`src/rtl/rtdec_pkg.sv`:
```
// ============================================================================
// rtdec_pkg - shared types and constants for the RGB5A3 tile decoder
// Register indexes, the per-texel control word and channel widening tables.
// ============================================================================
package rtdec_pkg;

  // Configuration register indexes
  localparam logic [1:0] CFG_WIDTH_PX  = 2'd0;
  localparam logic [1:0] CFG_HEIGHT_PX = 2'd1;
  localparam logic [1:0] CFG_ROW_PITCH = 2'd2;

  // Register widths and reset values
  localparam int DIM_W   = 11;
  localparam int PITCH_W = 15;
  localparam int TEXEL_W = 16;
  localparam int OFFS_W  = 24;
  localparam int ARGB_W  = 32;

  localparam logic [DIM_W-1:0]   WIDTH_RST  = 11'd4;
  localparam logic [DIM_W-1:0]   HEIGHT_RST = 11'd4;
  localparam logic [PITCH_W-1:0] PITCH_RST  = 15'd16;

  localparam logic [7:0] ALPHA_OPAQUE = 8'hFF;

  // Classification made by the front end for every texel
  typedef struct packed {
    logic last;    // final texel of the image
    logic opaque;  // bit 15 set: 5/5/5 color, alpha forced to full
  } rtdec_ctl_t;

  // floor(v * 255 / 7)
  function automatic logic [7:0] widen3(input logic [2:0] v);
    logic [7:0] res;
    case (v)
      3'd0:    res = 8'd0;
      3'd1:    res = 8'd36;
      3'd2:    res = 8'd72;
      3'd3:    res = 8'd109;
      3'd4:    res = 8'd145;
      3'd5:    res = 8'd182;
      3'd6:    res = 8'd218;
      3'd7:    res = 8'd255;
      default: res = 8'd0;
    endcase
    return res;
  endfunction

  // floor(v * 255 / 15) is exactly v * 17: replicate the nibble
  function automatic logic [7:0] widen4(input logic [3:0] v);
    return {v, v};
  endfunction

  // floor(v * 255 / 31)
  function automatic logic [7:0] widen5(input logic [4:0] v);
    logic [7:0] res;
    case (v)
      5'd0:    res = 8'd0;
      5'd1:    res = 8'd8;
      5'd2:    res = 8'd16;
      5'd3:    res = 8'd24;
      5'd4:    res = 8'd32;
      5'd5:    res = 8'd41;
      5'd6:    res = 8'd49;
      5'd7:    res = 8'd57;
      5'd8:    res = 8'd65;
      5'd9:    res = 8'd74;
      5'd10:   res = 8'd82;
      5'd11:   res = 8'd90;
      5'd12:   res = 8'd98;
      5'd13:   res = 8'd106;
      5'd14:   res = 8'd115;
      5'd15:   res = 8'd123;
      5'd16:   res = 8'd131;
      5'd17:   res = 8'd139;
      5'd18:   res = 8'd148;
      5'd19:   res = 8'd156;
      5'd20:   res = 8'd164;
      5'd21:   res = 8'd172;
      5'd22:   res = 8'd180;
      5'd23:   res = 8'd189;
      5'd24:   res = 8'd197;
      5'd25:   res = 8'd205;
      5'd26:   res = 8'd213;
      5'd27:   res = 8'd222;
      5'd28:   res = 8'd230;
      5'd29:   res = 8'd238;
      5'd30:   res = 8'd246;
      5'd31:   res = 8'd255;
      default: res = 8'd0;
    endcase
    return res;
  endfunction

endpackage

```
`src/rtl/rgb5a3_tile_decoder_core.sv`:
```
// ============================================================================
// rgb5a3_tile_decoder_core - RGB5A3 tiled texture to ARGB8888 decoder
// Walks 4x4 tiles of 16-bit texels and emits byte offset plus ARGB pixel.
// ============================================================================
// Usage:
//   in_*  : one 16-bit texel per beat, tiles row-major, texels row-major in
//           each tile. First stored byte sits in in_tdata[15:8].
//   out_* : one beat per texel: destination byte offset (row*pitch + col*4,
//           mod 2^24) and the ARGB8888 pixel; out_tlast marks the final
//           texel of the image, after which the walk restarts at tile 0.
//   cfg_* : width, height (pixels, multiples of four) and row pitch; write
//           only while no texel is in flight.
// Timing: one texel per cycle sustained while the sink takes every beat. A texel
//   on its way out passes the queue, the multiply stage and the output register.
//   The row*pitch product gets its own stage ahead of the offset add.
// Stall: the two-entry queue plus two registered stages absorb a stalled
//   sink; in_tready drops only when the queue is full.
// Reset: position returns to tile 0, texel 0; width=4, height=4, pitch=16;
//   the pipeline empties.
// ============================================================================
module rgb5a3_tile_decoder_core #(
  parameter int MAX_DIM = 1024
) (
  input  logic        clk,
  input  logic        rst_n,
  // input texel beats
  input  logic        in_tvalid,
  output logic        in_tready,
  input  logic [15:0] in_tdata,    // [15:0] texel_word
  // decoded pixel beats
  output logic        out_tvalid,
  input  logic        out_tready,
  output logic [55:0] out_tdata,   // [23:0] byte_offset, [55:24] argb
  output logic        out_tlast,   // last_pixel
  // configuration writes
  input  logic        cfg_we,
  input  logic [1:0]  cfg_index,
  input  logic [14:0] cfg_wdata
);
  import rtdec_pkg::*;

  localparam int LIM = (MAX_DIM / 4 > 0) ? MAX_DIM / 4 : 1;
  localparam int TW  = (LIM > 1) ? $clog2(LIM) : 1;
  localparam int QW  = $bits(rtdec_ctl_t) + TEXEL_W + 2 * (TW + 2);

  logic [DIM_W-1:0]   width_px_r, width_px_nxt;
  logic [DIM_W-1:0]   height_px_r, height_px_nxt;
  logic [PITCH_W-1:0] row_pitch_r, row_pitch_nxt;

  logic               push, q_full, q_valid, q_pop;
  rtdec_ctl_t         push_ctl, q_ctl;
  logic [TEXEL_W-1:0] push_word, q_word;
  logic [TW+1:0]      push_row, push_col, q_row, q_col;
  logic [QW-1:0]      q_in, q_out;
  logic [OFFS_W-1:0]  byte_offset;
  logic [ARGB_W-1:0]  argb;

  // Configuration registers; unknown index is ignored
  always_comb begin
    width_px_nxt  = width_px_r;
    height_px_nxt = height_px_r;
    row_pitch_nxt = row_pitch_r;
    if (cfg_we) begin
      case (cfg_index)
        CFG_WIDTH_PX:  width_px_nxt  = cfg_wdata[DIM_W-1:0];
        CFG_HEIGHT_PX: height_px_nxt = cfg_wdata[DIM_W-1:0];
        CFG_ROW_PITCH: row_pitch_nxt = cfg_wdata;
        default:       ;
      endcase
    end
  end

  always_ff @(posedge clk) begin
    if (!rst_n) begin
      width_px_r  <= WIDTH_RST;
      height_px_r <= HEIGHT_RST;
      row_pitch_r <= PITCH_RST;
    end else begin
      width_px_r  <= width_px_nxt;
      height_px_r <= height_px_nxt;
      row_pitch_r <= row_pitch_nxt;
    end
  end

  rtdec_front #(
    .MAX_DIM (MAX_DIM),
    .LIM     (LIM),
    .TW      (TW)
  ) u_front (
    .clk       (clk),
    .rst_n     (rst_n),
    .in_tvalid (in_tvalid),
    .in_tready (in_tready),
    .in_tdata  (in_tdata),
    .width_px  (width_px_r),
    .height_px (height_px_r),
    .push      (push),
    .push_ctl  (push_ctl),
    .push_word (push_word),
    .push_row  (push_row),
    .push_col  (push_col),
    .q_full    (q_full)
  );

  assign q_in = {push_ctl, push_word, push_row, push_col};
  assign {q_ctl, q_word, q_row, q_col} = q_out;

  rtdec_queue #(
    .DW (QW)
  ) u_queue (
    .clk       (clk),
    .rst_n     (rst_n),
    .push      (push),
    .push_data (q_in),
    .full      (q_full),
    .pop       (q_pop),
    .valid     (q_valid),
    .pop_data  (q_out)
  );

  rtdec_back #(
    .TW (TW)
  ) u_back (
    .clk         (clk),
    .rst_n       (rst_n),
    .q_valid     (q_valid),
    .q_pop       (q_pop),
    .q_ctl       (q_ctl),
    .q_word      (q_word),
    .q_row       (q_row),
    .q_col       (q_col),
    .row_pitch   (row_pitch_r),
    .out_tvalid  (out_tvalid),
    .out_tready  (out_tready),
    .byte_offset (byte_offset),
    .argb        (argb),
    .last_pixel  (out_tlast)
  );

  assign out_tdata = {argb, byte_offset};

endmodule

```
`src/rtl/rtdec_front.sv`:
```
// ============================================================================
// rtdec_front - texel intake and tile walker
// Accepts texel beats, tracks tile and in-tile position, tags each texel
// with its row, column, format and end-of-image flag and pushes it on.
// ============================================================================
module rtdec_front #(
  parameter int MAX_DIM = 1024,
  parameter int LIM     = (MAX_DIM / 4 > 0) ? MAX_DIM / 4 : 1,
  parameter int TW      = (LIM > 1) ? $clog2(LIM) : 1
) (
  input  logic                                clk,
  input  logic                                rst_n,
  input  logic                                in_tvalid,
  output logic                                in_tready,
  input  logic [rtdec_pkg::TEXEL_W-1:0]       in_tdata,
  input  logic [rtdec_pkg::DIM_W-1:0]         width_px,
  input  logic [rtdec_pkg::DIM_W-1:0]         height_px,
  output logic                                push,
  output rtdec_pkg::rtdec_ctl_t               push_ctl,
  output logic [rtdec_pkg::TEXEL_W-1:0]       push_word,
  output logic [TW+1:0]                       push_row,
  output logic [TW+1:0]                       push_col,
  input  logic                                q_full
);
  import rtdec_pkg::*;

  localparam int CW = $clog2(LIM + 1);

  logic [TW-1:0] tile_col_r, tile_col_nxt;
  logic [TW-1:0] tile_row_r, tile_row_nxt;
  logic [1:0]    sub_x_r, sub_x_nxt;
  logic [1:0]    sub_y_r, sub_y_nxt;
  logic [CW-1:0] tiles_x, tiles_y;
  logic          row_end, img_end, accept;

  // Tile counts: size/4 clamped to 1..LIM
  function automatic logic [CW-1:0] tiles_of(input logic [DIM_W-1:0] px);
    logic [DIM_W-3:0] t;
    logic [CW-1:0]    res;
    t = px[DIM_W-1:2];
    if (t == '0) begin
      res = CW'(1);
    end else if (int'(t) > LIM) begin
      res = CW'(LIM);
    end else begin
      res = CW'(t);
    end
    return res;
  endfunction

  assign tiles_x = tiles_of(width_px);
  assign tiles_y = tiles_of(height_px);

  assign row_end = ((CW+1)'(tile_col_r) + (CW+1)'(1)) >= (CW+1)'(tiles_x);
  assign img_end = ((CW+1)'(tile_row_r) + (CW+1)'(1)) >= (CW+1)'(tiles_y);

  assign in_tready = !q_full;
  assign accept    = in_tvalid && in_tready;

  // Tag the texel
  assign push            = accept;
  assign push_word       = in_tdata;
  assign push_row        = {tile_row_r, sub_y_r};
  assign push_col        = {tile_col_r, sub_x_r};
  assign push_ctl.opaque = in_tdata[TEXEL_W-1];
  assign push_ctl.last   = (sub_x_r == 2'd3) && (sub_y_r == 2'd3) && row_end && img_end;

  // Position walk: x in tile, y in tile, tile column, tile row
  always_comb begin
    tile_col_nxt = tile_col_r;
    tile_row_nxt = tile_row_r;
    sub_x_nxt    = sub_x_r;
    sub_y_nxt    = sub_y_r;
    if (accept) begin
      sub_x_nxt = sub_x_r + 2'd1;
      if (sub_x_r == 2'd3) begin
        sub_y_nxt = sub_y_r + 2'd1;
        if (sub_y_r == 2'd3) begin
          if (!row_end) begin
            tile_col_nxt = tile_col_r + TW'(1);
          end else begin
            tile_col_nxt = '0;
            tile_row_nxt = img_end ? '0 : tile_row_r + TW'(1);
          end
        end
      end
    end
  end

  always_ff @(posedge clk) begin
    if (!rst_n) begin
      tile_col_r <= '0;
      tile_row_r <= '0;
      sub_x_r    <= '0;
      sub_y_r    <= '0;
    end else begin
      tile_col_r <= tile_col_nxt;
      tile_row_r <= tile_row_nxt;
      sub_x_r    <= sub_x_nxt;
      sub_y_r    <= sub_y_nxt;
    end
  end

endmodule

```
`src/rtl/rtdec_queue.sv`:
```
// ============================================================================
// rtdec_queue - two-entry queue between front and back end
// Register-based FIFO; push and pop may happen in the same cycle.
// ============================================================================
module rtdec_queue #(
  parameter int DW = 40
) (
  input  logic          clk,
  input  logic          rst_n,
  input  logic          push,
  input  logic [DW-1:0] push_data,
  output logic          full,
  input  logic          pop,
  output logic          valid,
  output logic [DW-1:0] pop_data
);
  import rtdec_pkg::*;

  logic [DW-1:0] mem_r [2];
  logic          wr_ptr_r, wr_ptr_nxt;
  logic          rd_ptr_r, rd_ptr_nxt;
  logic [1:0]    count_r, count_nxt;

  assign full     = (count_r == 2'd2);
  assign valid    = (count_r != 2'd0);
  assign pop_data = mem_r[rd_ptr_r];

  // Pointer and fill tracking
  always_comb begin
    wr_ptr_nxt = push ? !wr_ptr_r : wr_ptr_r;
    rd_ptr_nxt = pop  ? !rd_ptr_r : rd_ptr_r;
    count_nxt  = count_r + {1'b0, push} - {1'b0, pop};
  end

  always_ff @(posedge clk) begin
    if (!rst_n) begin
      wr_ptr_r <= 1'b0;
      rd_ptr_r <= 1'b0;
      count_r  <= 2'd0;
    end else begin
      wr_ptr_r <= wr_ptr_nxt;
      rd_ptr_r <= rd_ptr_nxt;
      count_r  <= count_nxt;
    end
  end

  // Storage, no reset
  always_ff @(posedge clk) begin
    if (push) begin
      mem_r[wr_ptr_r] <= push_data;
    end
  end

  // Checks
  a_no_overflow: assert property (@(posedge clk) disable iff (!rst_n)
    !(push && full && !pop))
    else $error("queue push while full");
  a_no_underflow: assert property (@(posedge clk) disable iff (!rst_n)
    !(pop && !valid))
    else $error("queue pop while empty");
  a_ptr_full: assert property (@(posedge clk) disable iff (!rst_n)
    (count_r == 2'd2 || count_r == 2'd0) |-> (wr_ptr_r == rd_ptr_r))
    else $error("queue pointers disagree with fill count");
  a_ptr_one: assert property (@(posedge clk) disable iff (!rst_n)
    (count_r == 2'd1) |-> (wr_ptr_r != rd_ptr_r))
    else $error("queue pointers disagree with single entry");

endmodule

```
`src/rtl/rtdec_back.sv`:
```
// ============================================================================
// rtdec_back - offset arithmetic and color expansion
// Stage 1 multiplies row by pitch and widens the channels; stage 2 adds the
// column term and holds the output beat until the sink takes it.
// ============================================================================
module rtdec_back #(
  parameter int TW = 8
) (
  input  logic                              clk,
  input  logic                              rst_n,
  input  logic                              q_valid,
  output logic                              q_pop,
  input  rtdec_pkg::rtdec_ctl_t             q_ctl,
  input  logic [rtdec_pkg::TEXEL_W-1:0]     q_word,
  input  logic [TW+1:0]                     q_row,
  input  logic [TW+1:0]                     q_col,
  input  logic [rtdec_pkg::PITCH_W-1:0]     row_pitch,
  output logic                              out_tvalid,
  input  logic                              out_tready,
  output logic [rtdec_pkg::OFFS_W-1:0]      byte_offset,
  output logic [rtdec_pkg::ARGB_W-1:0]      argb,
  output logic                              last_pixel
);
  import rtdec_pkg::*;

  localparam int PW = TW + 2 + PITCH_W;

  logic                s1_vld_r, s1_vld_nxt;
  logic [PW-1:0]       s1_prod_r;
  logic [TW+1:0]       s1_col_r;
  logic [ARGB_W-1:0]   s1_argb_r;
  logic                s1_last_r;
  logic                s2_vld_r, s2_vld_nxt;
  logic [OFFS_W-1:0]   s2_offs_r;
  logic [ARGB_W-1:0]   s2_argb_r;
  logic                s2_last_r;
  logic                s1_ready, s2_ready;
  logic [ARGB_W-1:0]   argb_dec;
  logic [PW:0]         offs_sum;

  // Stage handshakes
  assign s2_ready   = !s2_vld_r || out_tready;
  assign s1_ready   = !s1_vld_r || s2_ready;
  assign q_pop      = q_valid && s1_ready;
  assign s1_vld_nxt = s1_ready ? q_valid : s1_vld_r;
  assign s2_vld_nxt = s2_ready ? s1_vld_r : s2_vld_r;

  // Channel widening
  always_comb begin
    if (!q_ctl.opaque) begin
      argb_dec = {widen3(q_word[14:12]), widen4(q_word[11:8]),
                  widen4(q_word[7:4]), widen4(q_word[3:0])};
    end else begin
      argb_dec = {ALPHA_OPAQUE, widen5(q_word[14:10]),
                  widen5(q_word[9:5]), widen5(q_word[4:0])};
    end
  end

  // Column term is col*4; offset wraps at 24 bits
  assign offs_sum = (PW+1)'(s1_prod_r) + (PW+1)'({s1_col_r, 2'b00});

  always_ff @(posedge clk) begin
    if (!rst_n) begin
      s1_vld_r <= 1'b0;
      s2_vld_r <= 1'b0;
    end else begin
      s1_vld_r <= s1_vld_nxt;
      s2_vld_r <= s2_vld_nxt;
    end
  end

  // Stage 1 payload
  always_ff @(posedge clk) begin
    if (q_pop) begin
      s1_prod_r <= PW'(q_row) * PW'(row_pitch);
      s1_col_r  <= q_col;
      s1_argb_r <= argb_dec;
      s1_last_r <= q_ctl.last;
    end
  end

  // Stage 2 payload (output register)
  always_ff @(posedge clk) begin
    if (s1_vld_r && s2_ready) begin
      s2_offs_r <= OFFS_W'(offs_sum);
      s2_argb_r <= s1_argb_r;
      s2_last_r <= s1_last_r;
    end
  end

  assign out_tvalid  = s2_vld_r;
  assign byte_offset = s2_offs_r;
  assign argb        = s2_argb_r;
  assign last_pixel  = s2_last_r;

endmodule
```
`config.mk`:
```
export PLATFORM = sky130hd
export DESIGN_NAME = rgb5a3_tile_decoder_core
export DESIGN_NICKNAME = d
export VERILOG_FILES = /design/src/rtl/rtdec_pkg.sv /design/src/rtl/rgb5a3_tile_decoder_core.sv /design/src/rtl/rtdec_front.sv /design/src/rtl/rtdec_queue.sv /design/src/rtl/rtdec_back.sv
export SDC_FILE = /design/constraint.sdc
export NUM_CORES = 1
export LEC_CHECK = 0
export BUFFER_PORTS_ARGS = -buffer_cell sky130_fd_sc_hd__buf_2
export CAP_MARGIN = 20
export CORE_ASPECT_RATIO = 1.5
export CORE_UTILIZATION = 50
export CTS_CLUSTER_SIZE = 20
export DETAILED_ROUTE_END_ITERATION = 8
export PLACE_DENSITY = 0.74
export SLEW_MARGIN = 10
export SYNTH_ARGS = -nofsm -noshare
export SYNTH_HDL_FRONTEND = slang
export SYNTH_SLANG_ARGS = --single-unit
```
`constraint.sdc`:
```
create_clock -name clk -period 15.17 [get_ports clk]
set_input_delay 3.034 -clock clk [delete_from_list [all_inputs] [get_ports clk]]
set_output_delay 3.034 -clock clk [all_outputs]
set_load 0.02 [all_outputs]
```
==> impl_results.md <==
- Num ports: 97
- First-pass GRT wire length: 49300 um
- Syn avg cell area: 11.3 um^2
- Area grow syn2layout: 10.7%
- Drc violations: 0
- CTS resizes: 0
- Number of flops mapped to enable cells by yosys: 192
- Yosys top cell by area: edfxtp_1
- CP required: 15.42 ns
- Max_cap viols: 0
- Worst setup SP type: register
- Post-synthesis simple-gate area fraction: 12.4%
- Sequential area share after synthesis: 45.3%
- Synth Cell Area: 15400 um^2
- Site Rows: 78
- Post-synthesis xor/xnor area fraction: 3.30%
- CTS Buffer Depth: 3
- Die area: 31500 um^2
- Fraction of layout cells with a size suffix above 1: 13.9%
- Number of global-route vias before repair: 10300
- Non-filler instance count after layout: 1853
- DR WL/cell: 15.8 um
- CTS buffer count: 24
- Clock transition at path regs: 0.06 ns
- Clk root buf: clkbuf_16
- Yosys warns: 0
- WS Path Type: reg2reg
- TritonRoute pass-1 iters: 5
- Slew headroom: 41.2%
- Endpoint type of the worst setup path: register
- Iter 0 DRT Violations: 449
- Via density: 5.35
- Largest family of logic cells by synthesized area: adder cells
- WL final: 29300 um
- Final setup vio count: 0
- Yosys reg bits: 252
- Count of final hold-check violations: 0
- Leakage power: 7.19 nW
- Min cycle time layout: 6.14 ns
- Setup TNS: 0 ns
- Worst skew pair latency: 0.54 ns
- Post-synthesis compound-gate area fraction: 8.38%
- All-Layer GR Usage: 19.2%
- RSZ-0062 raised after global routing: false
- DRT antenna net count: 0
- CTS tree: done
- Synth Area in Adders: 21.0%
- PortBufs: 96
- Width of the die: 145 um
- Post-Synthesis Cells: 1358
- Nets: 1669
- Fmax: 0.163 GHz
- Worst Path Max Fanout: 33
- Final period utilization: 40.5%
- Top cells by area, synth: edfxtp_1, fa_1, dfxtp_1
- Final GP Congestion: 0.836
- # diodes: 0
- Area share of the largest cell type after synthesis: 37.5%
- H-tree Lvls: 1
- Worst slew pin tran: 0.882 ns
- Placed insts: 1808
- GRT overflow: 0
- Hpwl dp: 22000 um
- Primary FF master, synth: edfxtp_1
- Die Y: 217 um
- HP Class: reg2reg
- Clock skew: 0.0260 ns
- Clock sinks: 252
- Core region area: 30300 um^2
- Initial Util: 50.8%
- Yosys cell types: 74
- Syn Nets: 1591
- Status: finished, final reports clean
- Antenna violations before repair: 0
- Largest net degree at the start of global routing: 67
- # hold bufs at CTS: 0
- Ys async rst share: 0%
- Postcts setup bufs: 0
- VDD IR max: 0.0868 mV
- Fin. max-slew vios: 0
- PwrDens: 155 nW/um^2
- Via count: 9920
- Post-synthesis mux area share: 4.52%
- Crit path DAT: 6.40 ns
==> logic make-up (layout without fill, tap and decap cells) <==
logic type	count (synthesis)	in the layout
compound gates	194	194
xor+xnor	58	58
fa+ha+maj	197	197
buf+inv	196	291
flops	252	252
mux	64	64
simple gates	397	397
==> placed cells by master, fill, tap and decap left out, drive strengths merged, types with 16 or more instances in the layout <==
cell / instances
a21o: 16
a21oi: 82
and2: 45
buf: 106
clkbuf: 29
dfxtp: 60
edfxtp: 192
fa: 102
ha: 93
inv: 140
mux2: 25
mux2i: 39
nand2: 158
nand3: 31
nor2: 63
nor2b: 41
o21ai: 31
xnor2: 37
xor2: 21
==> critical path: stages (launching register included) <==
cell       delay (ns)
dfxtp_2          0.45
buf_4            0.51
mux2_2           0.47
nand2_1          0.11
fa_1             0.50
inv_1            0.05
fa_1             0.50
inv_1            0.05
fa_1             0.47
inv_1            0.05
fa_1             0.52
inv_1            0.05
fa_1             0.53
inv_1            0.04
ha_1             0.36
a21oi_1          0.19
o21ai_0          0.17
a22oi_1          0.21
o21ai_2          0.16
a2111oi_1        0.38
a311oi_1         0.09
==> report_power, final <==
group          total, mW  internal (mW)  switching (mW)  leakage, nW
clock              0.580          0.325           0.255        0.378
sequential          1.08           1.01          0.0691         2.32
combinational      0.985          0.364           0.620         4.49
==> flip-flops by register name (all words and copies together) (netlist names), 10 cells and up, named ones only <==
register            cells
u_back.s1_prod_r       24
u_back.s1_col_r        10
u_back.byte_offset     24
u_queue.mem_r          74
u_back.argb            29
u_back.s1_argb_r       29
row_pitch_r            15
==> cells in the mapped netlist (all sizes together) (6+ instances only) <==
library cell / instances
a211oi: 11
a21o: 16
a21oi: 82
a31oi: 9
and2: 45
and3: 12
buf: 17
clkbuf: 37
dfxtp: 60
edfxtp: 192
fa: 102
ha: 93
inv: 139
mux2: 25
mux2i: 39
nand2: 158
nand2b: 13
nand3: 31
nand3b: 6
nand4: 7
nor2: 63
nor2b: 41
nor3: 11
o21ai: 31
xnor2: 37
xor2: 21
==> metrics by stage <==
stage | cell area, um^2 | hold slack, ns | setup WS (ns) | utilization, % | total power, mW
after floorplan | 15400 | 0.400 | 7.53 | - | 1.84
after global placement | 16200 | 0.401 | 9.19 | 53.6 | 2.03
after detailed placement | 16200 | 0.405 | 9.07 | 53.6 | 2.08
after CTS | 17000 | 0.419 | 9.00 | 56.1 | 2.66
after global routing | 17000 | 0.423 | 8.55 | 56.2 | 2.81
final | 17000 | 0.418 | 9.03 | 56.2 | 2.64
==> area by class of cell <==
class | count | area, um^2
clock buffer | 29 | 649
sequential | 252 | 6970
tap | 400 | 500
multi-input combinational | 910 | 7660
inverter | 142 | 533
timing repair buffer | 106 | 572
fill | 2540 | 13200
clock inverter | 14 | 129
==> per-layer routing <==
layer  wire (um)  vias to the layer above  share of wire (%)  GRT usage, %
li1            -                     4791                  -             -
met1       11500                     4806                 39          21.6
met2       15600                      262                 53          36.6
met3        1310                       61                4.5          2.26
met4         875                        0                3.0          7.61
met5           0                        -                  0             0
==> path summary, 6_finish.rpt <==
path	startpoint	endpoint	slack, ns	cells after the start
setup / recovery	register	u_back.s1_prod_r[21]	9.03	20
hold reg to reg	u_back.s1_argb_r[24]	u_back.argb[24]	0.42	0
hold / removal	u_back.s1_argb_r[24]	u_back.argb[24]	0.42	0
setup reg to reg	register	u_back.s1_prod_r[21]	9.03	20
No activity file was read; power rests on OpenSTA's default activity.
